==> src/rtl/sbrt_pkg.sv <==
// ----------------------------------------------------------------------------
// sbrt_pkg
// Shared types and codes for the shortest-burst ready table.
// ----------------------------------------------------------------------------
package sbrt_pkg;

    localparam int ID_W     = 16;
    localparam int BURST_W  = 16;
    localparam int KIND_W   = 2;
    localparam int STATUS_W = 2;

    localparam logic [KIND_W-1:0] KIND_INSERT = 2'd0;
    localparam logic [KIND_W-1:0] KIND_REMOVE = 2'd1;

    localparam logic [STATUS_W-1:0] STATUS_OK        = 2'd0;
    localparam logic [STATUS_W-1:0] STATUS_NOT_FOUND = 2'd1;
    localparam logic [STATUS_W-1:0] STATUS_FULL      = 2'd2;

    // operation broadcast to every cell while a scan runs
    typedef struct packed {
        logic               search;   // remove or look up
        logic               remove;
        logic [ID_W-1:0]    key;
    } cmd_t;

    // scan token handed from cell to cell
    typedef struct packed {
        logic               active;
        logic               found;
        logic [BURST_W-1:0] found_burst;
        logic               s_v;
        logic [ID_W-1:0]    s_id;
        logic [BURST_W-1:0] s_burst;
        logic               r_v;
        logic [ID_W-1:0]    r_id;
        logic [BURST_W-1:0] r_burst;
    } tok_t;

endpackage

==> src/rtl/sbrt_cell.sv <==
// ----------------------------------------------------------------------------
// sbrt_cell
// One table slot: holds an entry, folds it into the passing scan token and
// takes its lower neighbor's entry when a removal closes the gap.
// ----------------------------------------------------------------------------
module sbrt_cell
    import sbrt_pkg::*;
(
    input  logic               clk,
    input  logic               rst_n,
    input  cmd_t               cmd,
    input  tok_t               tok_in,
    output tok_t               tok_out,
    input  logic               wr_en,
    input  logic [ID_W-1:0]    wr_id,
    input  logic [BURST_W-1:0] wr_burst,
    input  logic               shift_en,
    input  logic               nb_valid,
    input  logic [ID_W-1:0]    nb_id,
    input  logic [BURST_W-1:0] nb_burst,
    output logic               valid,
    output logic [ID_W-1:0]    id,
    output logic [BURST_W-1:0] burst
);

    logic               valid_reg;
    logic [ID_W-1:0]    id_reg;
    logic [BURST_W-1:0] burst_reg;
    logic               after_reg;
    tok_t               tok_reg;
    tok_t               tok_next;
    logic               match;

    always_comb
    begin
        match    = valid_reg && cmd.search && !tok_in.found && (id_reg == cmd.key);
        tok_next = tok_in;
        if (match)
        begin
            tok_next.found = 1'b1;
            if (!cmd.remove)
            begin
                tok_next.found_burst = burst_reg;
            end
        end
        // an entry being removed takes no part in the minimum
        if (valid_reg && !(match && cmd.remove))
        begin
            if (!tok_in.s_v || (burst_reg < tok_in.s_burst))
            begin
                tok_next.r_v     = tok_in.s_v;
                tok_next.r_id    = tok_in.s_id;
                tok_next.r_burst = tok_in.s_burst;
                tok_next.s_v     = 1'b1;
                tok_next.s_id    = id_reg;
                tok_next.s_burst = burst_reg;
            end
            else if (!tok_in.r_v || (burst_reg < tok_in.r_burst))
            begin
                tok_next.r_v     = 1'b1;
                tok_next.r_id    = id_reg;
                tok_next.r_burst = burst_reg;
            end
        end
    end

    always_ff @(posedge clk or negedge rst_n)
    begin
        if (!rst_n)
        begin
            tok_reg   <= '0;
            after_reg <= 1'b0;
            valid_reg <= 1'b0;
        end
        else
        begin
            tok_reg <= tok_next;
            if (tok_in.active)
            begin
                after_reg <= match || tok_in.found;
            end
            if (wr_en)
            begin
                valid_reg <= 1'b1;
            end
            else if (shift_en && after_reg)
            begin
                valid_reg <= nb_valid;
            end
        end
    end

    always_ff @(posedge clk)
    begin
        if (wr_en)
        begin
            id_reg    <= wr_id;
            burst_reg <= wr_burst;
        end
        else if (shift_en && after_reg)
        begin
            id_reg    <= nb_id;
            burst_reg <= nb_burst;
        end
    end

    assign tok_out = tok_reg;
    assign valid   = valid_reg;
    assign id      = id_reg;
    assign burst   = burst_reg;

endmodule

==> src/rtl/shortest_burst_ready_table_top.sv <==
// ----------------------------------------------------------------------------
// shortest_burst_ready_table_top
// Ready table of client jobs in arrival order with shortest-burst report.
// ----------------------------------------------------------------------------
// Each request is accepted in the idle state, then a scan token walks the row
// of slot cells (one cell per cycle, finding the id and folding in the two
// least bursts). The token leaving the last cell is captured, and the result
// is then registered and the gap of a removed entry closed once the output
// side is free. Inserts are written into the tail slot on acceptance. A new
// request is taken once the previous result is registered, even if it is
// still waiting on the output side, so the table takes no new request before
// it is through with the last one.
module shortest_burst_ready_table_top
    import sbrt_pkg::*;
#(
    parameter int TABLE_DEPTH = 16
)
(
    input  logic clk,
    input  logic rst_n,
    input  logic s_tvalid,
    output logic s_tready,
    // [15:0] client_number, [31:16] burst_length
    input  logic [31:0] s_tdata,
    // [1:0] kind
    input  logic [KIND_W-1:0] s_tuser,
    output logic m_tvalid,
    input  logic m_tready,
    // [1:0] status, [17:2] found_burst, then entry_count, has_shortest,
    // shortest_id, shortest_burst, runner_up_id, runner_up_burst, zero fill
    output logic [((STATUS_W + 3*BURST_W + 2*ID_W + 1
                    + $clog2(TABLE_DEPTH+1)) + 7) / 8 * 8 - 1:0] m_tdata
);

    localparam int COUNT_W = $clog2(TABLE_DEPTH + 1);
    localparam int FIELD_W = STATUS_W + 3*BURST_W + 2*ID_W + 1 + COUNT_W;
    localparam int M_W     = (FIELD_W + 7) / 8 * 8;

    localparam logic [1:0] ST_IDLE   = 2'd0;
    localparam logic [1:0] ST_SCAN   = 2'd1;
    localparam logic [1:0] ST_FINISH = 2'd2;

    logic [1:0]         state_reg, state_next;
    logic               start_reg;
    cmd_t               cmd_reg;
    logic               full_reg;
    logic [COUNT_W-1:0] count_reg;
    tok_t               tail_reg;
    logic               m_tvalid_reg;
    logic [M_W-1:0]     m_tdata_reg;

    tok_t               tok_in  [TABLE_DEPTH];
    tok_t               tok_out [TABLE_DEPTH];
    logic               c_valid [TABLE_DEPTH];
    logic [ID_W-1:0]    c_id    [TABLE_DEPTH];
    logic [BURST_W-1:0] c_burst [TABLE_DEPTH];

    logic               accept;
    logic               is_insert;
    logic               full_now;
    logic               finish;
    logic               shift_en;
    tok_t               start_tok;

    logic [STATUS_W-1:0] res_status;
    logic [COUNT_W-1:0]  res_count;
    logic [ID_W-1:0]     res_s_id, res_r_id;
    logic [BURST_W-1:0]  res_s_b, res_r_b;

    assign s_tready  = (state_reg == ST_IDLE);
    assign accept    = s_tvalid && s_tready;
    assign is_insert = (s_tuser == KIND_INSERT);
    assign full_now  = (count_reg == COUNT_W'(TABLE_DEPTH));
    assign finish    = (state_reg == ST_FINISH) && (!m_tvalid_reg || m_tready);
    assign shift_en  = finish && cmd_reg.remove && tail_reg.found;

    always_comb
    begin
        start_tok        = '0;
        start_tok.active = start_reg;
    end

    genvar gi;
    generate
        for (gi = 0; gi < TABLE_DEPTH; gi++)
        begin : g_cell
            logic               nbv;
            logic [ID_W-1:0]    nbi;
            logic [BURST_W-1:0] nbb;

            if (gi == 0)
            begin : g_first
                assign tok_in[gi] = start_tok;
            end
            else
            begin : g_rest
                assign tok_in[gi] = tok_out[gi-1];
            end

            if (gi == TABLE_DEPTH - 1)
            begin : g_last
                assign nbv = 1'b0;
                assign nbi = '0;
                assign nbb = '0;
            end
            else
            begin : g_inner
                assign nbv = c_valid[gi+1];
                assign nbi = c_id[gi+1];
                assign nbb = c_burst[gi+1];
            end

            sbrt_cell u_cell (
                .clk      (clk),
                .rst_n    (rst_n),
                .cmd      (cmd_reg),
                .tok_in   (tok_in[gi]),
                .tok_out  (tok_out[gi]),
                .wr_en    (accept && is_insert && (count_reg == COUNT_W'(gi))),
                .wr_id    (s_tdata[ID_W-1:0]),
                .wr_burst (s_tdata[ID_W +: BURST_W]),
                .shift_en (shift_en),
                .nb_valid (nbv),
                .nb_id    (nbi),
                .nb_burst (nbb),
                .valid    (c_valid[gi]),
                .id       (c_id[gi]),
                .burst    (c_burst[gi])
            );
        end
    endgenerate

    always_comb
    begin
        state_next = state_reg;
        case (state_reg)
            ST_IDLE:
            begin
                if (accept)
                begin
                    state_next = ST_SCAN;
                end
            end
            ST_SCAN:
            begin
                if (tok_out[TABLE_DEPTH-1].active)
                begin
                    state_next = ST_FINISH;
                end
            end
            ST_FINISH:
            begin
                if (finish)
                begin
                    state_next = ST_IDLE;
                end
            end
            default:
            begin
                state_next = ST_IDLE;
            end
        endcase
    end

    always_comb
    begin
        if (cmd_reg.search)
        begin
            res_status = tail_reg.found ? STATUS_OK : STATUS_NOT_FOUND;
        end
        else
        begin
            res_status = full_reg ? STATUS_FULL : STATUS_OK;
        end
        res_count = shift_en ? (count_reg - COUNT_W'(1)) : count_reg;
        res_s_id  = tail_reg.s_v ? tail_reg.s_id    : '0;
        res_s_b   = tail_reg.s_v ? tail_reg.s_burst : '0;
        // a lone entry is its own runner-up
        res_r_id  = tail_reg.r_v ? tail_reg.r_id    : res_s_id;
        res_r_b   = tail_reg.r_v ? tail_reg.r_burst : res_s_b;
    end

    always_ff @(posedge clk or negedge rst_n)
    begin
        if (!rst_n)
        begin
            state_reg    <= ST_IDLE;
            start_reg    <= 1'b0;
            count_reg    <= '0;
            m_tvalid_reg <= 1'b0;
        end
        else
        begin
            state_reg <= state_next;
            start_reg <= accept;
            if (accept && is_insert && !full_now)
            begin
                count_reg <= count_reg + COUNT_W'(1);
            end
            else if (shift_en)
            begin
                count_reg <= count_reg - COUNT_W'(1);
            end
            if (finish)
            begin
                m_tvalid_reg <= 1'b1;
            end
            else if (m_tready)
            begin
                m_tvalid_reg <= 1'b0;
            end
        end
    end

    always_ff @(posedge clk)
    begin
        if (accept)
        begin
            cmd_reg.search <= !is_insert;
            cmd_reg.remove <= (s_tuser == KIND_REMOVE);
            cmd_reg.key    <= s_tdata[ID_W-1:0];
            full_reg       <= full_now;
        end
        if ((state_reg == ST_SCAN) && tok_out[TABLE_DEPTH-1].active)
        begin
            tail_reg <= tok_out[TABLE_DEPTH-1];
        end
        if (finish)
        begin
            m_tdata_reg <= M_W'({res_r_b, res_r_id, res_s_b, res_s_id,
                                 tail_reg.s_v, res_count,
                                 tail_reg.found_burst, res_status});
        end
    end

    assign m_tvalid = m_tvalid_reg;
    assign m_tdata  = m_tdata_reg;

endmodule

==> config.mk <==
export PLATFORM = sky130hd
export DESIGN_NAME = shortest_burst_ready_table_top
export DESIGN_NICKNAME = d
export VERILOG_FILES = /design/src/rtl/sbrt_pkg.sv /design/src/rtl/sbrt_cell.sv /design/src/rtl/shortest_burst_ready_table_top.sv
export SDC_FILE = /design/constraint.sdc
export NUM_CORES = 2
export LEC_CHECK = 0
export ABC_CLOCK_PERIOD_IN_PS = 6500
export BUFFER_PORTS_ARGS = -buffer_cell sky130_fd_sc_hd__buf_2
export CAP_MARGIN = 20
export CORE_MARGIN = 4
export CORE_UTILIZATION = 35
export CTS_CLUSTER_SIZE = 40
export DETAILED_ROUTE_END_ITERATION = 16
export PLACE_DENSITY_LB_ADDON = 0.12
export RECOVER_POWER = 50
export SYNTH_ARGS = -nofsm -noshare
export SYNTH_HDL_FRONTEND = slang
export SYNTH_SLANG_ARGS = --single-unit
==> constraint.sdc <==
create_clock -name clk -period 6.5 [get_ports clk]
set_input_delay 0.325 -clock clk [delete_from_list [all_inputs] [get_ports clk]]
set_output_delay 0.325 -clock clk [all_outputs]
set_load 0.01 [all_outputs]
Word level (Yosys, flattened, before mapping). Cells that the tools add are included.

Input port bits: 38. Logic and storage cells: 747. Flip-flop bits (word level): 2087. Output and inout bits: 90.

Reduce and logical (&&, ||, !) cells: 249. Equal/unequal tests: 38. Add/subtract/negate cells: 2. Order comparisons: 30. Multiplexer cells: 203.

Operator list (number): 33-bit 2-to-1 mux (45); 16-bit 2-to-1 mux (83); 66-bit 2-to-1 mux (16); 16-bit less-than comparator (30); 17-bit 2-to-1 mux (16); 16-bit equality test (16); 1-bit logical AND (118); 1-bit zero test (64); 1-bit logical OR (46); 5-bit by 4-bit equality test with 1-bit output, second input constant (8); 1-bit 2-to-1 mux (35); 2-bit nonzero test (17); 5-bit by 3-bit equality test with 1-bit output, second input constant (4); 5-bit by 2-bit equality test with 1-bit output, second input constant (2); 2-bit 2-to-1 mux (5); 5-bit 2-to-1 mux (2); 2-bit one-hot mux with 3 select lines (1); 5-bit by 1-bit adder with 5-bit output, second input constant (1); 5-bit by 1-bit equality test with 1-bit output, second input constant (1); 5-bit equality test, second input constant (1); 5-bit zero test (1); 5-bit by 1-bit subtractor with 5-bit output, second input constant (1); 2-bit by 1-bit equality test with 1-bit output, second input constant (2); 2-bit zero test (2); other kinds (4) (5).

Depth between registers and ports, before layout.
Word-level depth: 8. Mapped depth: 12. Mapped depth without buffers: 9.

Cells and area by module. Synthesis repeated with hierarchy kept, for this count alone.

Cell total of the unflattened synthesis: 7231. Area total of the unflattened synthesis: 101611.2 um^2.

By module, submodules not included: sbrt_cell at g_cell[0].u_cell ... (instances 8, seq. area each 3113.0 um^2, area each 6015.8 um^2, cells each 433); sbrt_cell at g_cell[2].u_cell ... (instances 8, seq. area each 3113.0 um^2, area each 5801.8 um^2, cells each 427); shortest_burst_ready_table_top (instances 1, seq. area each 5930.7 um^2, area each 7070.5 um^2, cells each 351).

Worst setup path after synthesis. No wires, ideal clock.

Kind: reg-to-reg. Start point: reg state_reg[0]. End point: reg g_cell[0].u_cell.burst_reg[0], enable pin. Setup time: 0.389 ns. Path slack: -0.475 ns. Arrival time: 6.586 ns. Data required time: 6.111 ns. Clock period less this slack: 6.975 ns. Cell stages (with the launch flop): 9. Path buffers: 3. Cells stage by stage: dfrtp_1 > nand2b_1 > nor2b_1 > and3_1 > clkbuf_1 > clkbuf_1 > buf_1 > nand2_1 > nand2_1.

Word-level cells in the longest chain between the ends: 6. Elaborated cells between the ends (all ways): 10. Those cells by class: 1 x eq/ne; 9 x reduce/logical.

Ends and longest elaborated chain: start: declaration (RTL line shortest_burst_ready_table_top.sv:43) `logic [1:0] state_reg, state_next;`; start signal: assignment (RTL line shortest_burst_ready_table_top.sv:194) `state_reg <= state_next;`; 2-bit equality test (RTL line shortest_burst_ready_table_top.sv:74) `assign finish = (state_reg == ST_FINISH) && (!m_tvalid_reg || m_tready);`; 1-bit logical AND (RTL line shortest_burst_ready_table_top.sv:74); named net finish (RTL line shortest_burst_ready_table_top.sv:61) `logic finish;`; 1-bit logical AND (2 in a row) (RTL line shortest_burst_ready_table_top.sv:75) `assign shift_en = finish && cmd_reg.remove && tail_reg.found;`; 1-bit logical AND (RTL line sbrt_cell.sv:100) `else if (shift_en && after_reg)`; 2-bit nonzero test (no source line); end signal: assignment (RTL line sbrt_cell.sv:98) `burst_reg <= wr_burst;`; end signal: assignment (RTL line sbrt_cell.sv:103) `burst_reg <= nb_burst;`; end: declaration (RTL line sbrt_cell.sv:28) `logic [BURST_W-1:0] burst_reg;`.

The timed path passes the listed nets, and every way through them passes these cells. A chain may end at the register's enable or synchronous reset.

==> qor.yml <==
logic_synthesis:
  synthFlopType: "dfrtp_1"
  syn_inst: 7128
  synth_enable_flop_cells: 702
  synth-async-reset-ratio: 0.6582
  yosys_warnings: 0
  ys_ff_latch: 2054
  syn_nets: 7607
  syn_area_mm2: 0.09559
  synth_cell_types: 66
  avgSynthCellArea_um2: 13.41
  ys_seq_area_frac: 0.5744
sta:
  grt_setup_unrepaired: "false"
  setup_viol: 0
  relSlewSlack: -1.699
  drv_slew: 868
  min_period_ps: 4888
  hold_viol: 0
  layout_setup_ws_ps: 1612
  fin_hold_ws_ps: 239.8
  worst_slew_pin_slew_ps: 4048
  clock_skew_ps: 73.33
  period_share: 0.7520
  fin_setup_tns_ps: 0
  fmaxAchievable_mhz: 204.6
setup_path:
  cp_cell_sequence: "clkbuf_1 -> nand2_1 -> or4_1 -> nor4_1 -> a21bo_1 -> buf_4 -> nor2b_4 -> buf_4 -> a222oi_1"
  crit_fanout: 64
  ff2ff_path_depth: 9
  crit_required_ps: 7210
  crit_top_cell: "buf_4"
  r2r_slack_ps: 1610
  crit_arrival_ps: 5600
  regToRegEndpoint: "g_cell[13].u_cell.tok_out[24]"
  r2r-start: "cmd_reg[17]"
  cp-end-kind: "flop"
  startpoint_type: "flop"
  worstSetupEndpoint: "g_cell[13].u_cell.tok_out[24]"
  crit_start: "cmd_reg[17]"
  crit_slowest_cell: "clkbuf_1"
  crit_type: "reg -> reg"
  cpPeakStageDelay_ps: 1320
clock_network:
  clockBufferDepth: 4
  cts_setup_buffers: 0
  cts_tree: "yes"
  h-tree-depth: 4
  clock-root-buffer: "clkbuf_16"
  clkTransAtPathRegs_ps: 60
  cts_sinks: 2054
  cts_buffers: 229
  clkLatencyLatePin_ps: 900
detailed_routing:
  vias_per_cell: 5.369
  wl_met3_um: 12180
  vias: 59140
  wl_met1_um: 132100
  route.detailed.drc: 0
  wl_um: 309700
  routed.top_layer: "met5"
  routedWlPerCell_um: 28.11
  wl_met2_um: 155800
  final_antenna_net_count: 0
  first_pass_iters: 9
  first_iter_violations: 4680
job:
  cap_violations: 29
worst_hold_path:
  hold_path_class: "in -> reg"
  hold_depth: 2
grt:
  grt_first_pass_wirelength_um: 453100
  antenna_found_initial: 16
  grt_use_total: 0.2175
  grt-ovfl-total: 0
  grt_pass1_vias: 62639
  grt_max_degree: 171
floorplan:
  die_area_mm2: 0.2816
  fp.dieW_um: 530.6
  core_mm2: 0.2712
  die_h_um: 530.6
  pin_count: 128
  rows: 191
  start_util: 0.3524
power_and_ir_drop:
  ir_drop_mv: 0.2309
  pwr_density_cell_mw_per_mm2: 294.8
  fin_total_pwr_mw: 31.84
  power_leakage_nw: 45.75
finish:
  area_growth_pct: 12.97
  nets: 7729
  nFillCells: 25341
  final_cells: 11016
  largest_reg_flops: 1311
  layout-drive-gt1-share: 0.2604
place:
  placed_cells: 10573
  gp_congestion: 0.8346
  io_buffers: 127
  place_hpwl_um: 217600
  place_ws_ps: 2324
run_status:
  violations: "max-capacitance violations, max-slew violations"
  status: "complete, but fails checks"
## cell families after synthesis
logic type	Yosys count	synth area share
compound gates	883	0.07885
xor+xnor	263	0.02410
fa+ha+maj	441	0.05772
buf+inv	985	0.04279
flops	2054	0.5744
mux	1257	0.1477
simple gates	1245	0.07446
## synthesized netlist by cell type, types with 49 or more instances
cell type	number	share of area
buf_2	104	0.0054
inv_1	594	0.023
mux2_2	1093	0.13
nand2b_1	49	0.0032
ha_1	441	0.058
dfrtp_1	1352	0.35
xor2_1	127	0.012
and2_1	103	0.0067
nand4_1	100	0.0065
nor4_1	56	0.0037
clkbuf_1	234	0.0092
edfxtp_1	702	0.22
nor2_1	228	0.0090
nand2_1	190	0.0075
a222oi_1	128	0.013
mux2_1	132	0.016
o21ai_0	95	0.0050
and3_1	63	0.0041
a221o_1	76	0.0080
o221a_2	256	0.030
nand3b_1	256	0.020
a21oi_1	166	0.0087
xnor2_1	136	0.012
nand3_1	88	0.0046
## per-stage QoR
| step | utilization | instance area, µm² |
|---|---|---|
| after global placement | 0.3696 | 100300 |
| after CTS | 0.3990 | 108200 |
| after detailed placement | 0.3700 | 100400 |
| final | 0.3981 | 108000 |
| after floorplan | - | 95600 |
| after global routing | 0.3981 | 108000 |
## worst min path at each step
stage / to / startpoint / slack (ps)
2_1_floorplan: count_reg[0] / rst_n / 30
3_3_place_gp: g_cell[8].u_cell.tok_out[83] / g_cell[7].u_cell.tok_out[83] / 370
3_5_place_dp: g_cell[12].u_cell.tok_out[83] / g_cell[11].u_cell.tok_out[83] / 370
4_1_cts: cmd_reg[13] / s_tdata[13] / 9
5_1_grt: g_cell[15].u_cell.burst[2] / s_tdata[18] / 190
6_report: g_cell[15].u_cell.burst[2] / s_tdata[18] / 240
## power by group
part           total (mW)  internal (mW)  switching [mW]  leakage [nW]
registers            15.1           14.3           0.796          24.9
clock network        13.5           8.04            5.49          3.82
logic                3.19           1.33            1.86          17.1
total                31.8           23.7            8.15          45.7
## worst max-delay path, delay by kind of cell, from the launching register on
family | cells | cell delay (ps)
compound gates | 2 | 900
buf+inv | 3 | 2140
flops | 1 | 320
simple gates | 4 | 1180
## timing repair
item | in CTS | in global routing
gates resized for setup | 0 | 0
endpoints found under the setup margin | 0 | 0
hold endpoints to repair | 127 | 0
hold buffers | 12 | 0
## metal layers
metal | vias up | GRT usage
met4 | 4 | 0.06243
li1 | 26385 | -
met1 | 30809 | 0.2855
met2 | 1470 | 0.3782
met3 | 472 | 0.02568
met5 | - | 0
## cells in the final DEF, fill, tap and decap left out, types with 182 or more instances in the layout
master	netlist	routed
nand2_1	190	182
inv_1	594	593
edfxtp_1	702	702
nor2_1	228	219
mux2_2	1093	1086
ha_1	441	441
o221a_2	256	256
dfrtp_1	1352	1352
nand3b_1	256	256
clkbuf_16	0	237
## layout make-up
type	count	area (µm²)	area share
diodes	5	12.51	0.0001159
clock buffers	324	6568	0.06082
clock inverters	98	1180	0.01093
inverters	594	2230	0.02065
multi-input cells	4089	36830	0.3410
flip-flops and latches	2054	54910	0.5085
well taps	3570	4467	0.04136
repair buffers	282	1795	0.01663
(Power assumes the default switching activity.)
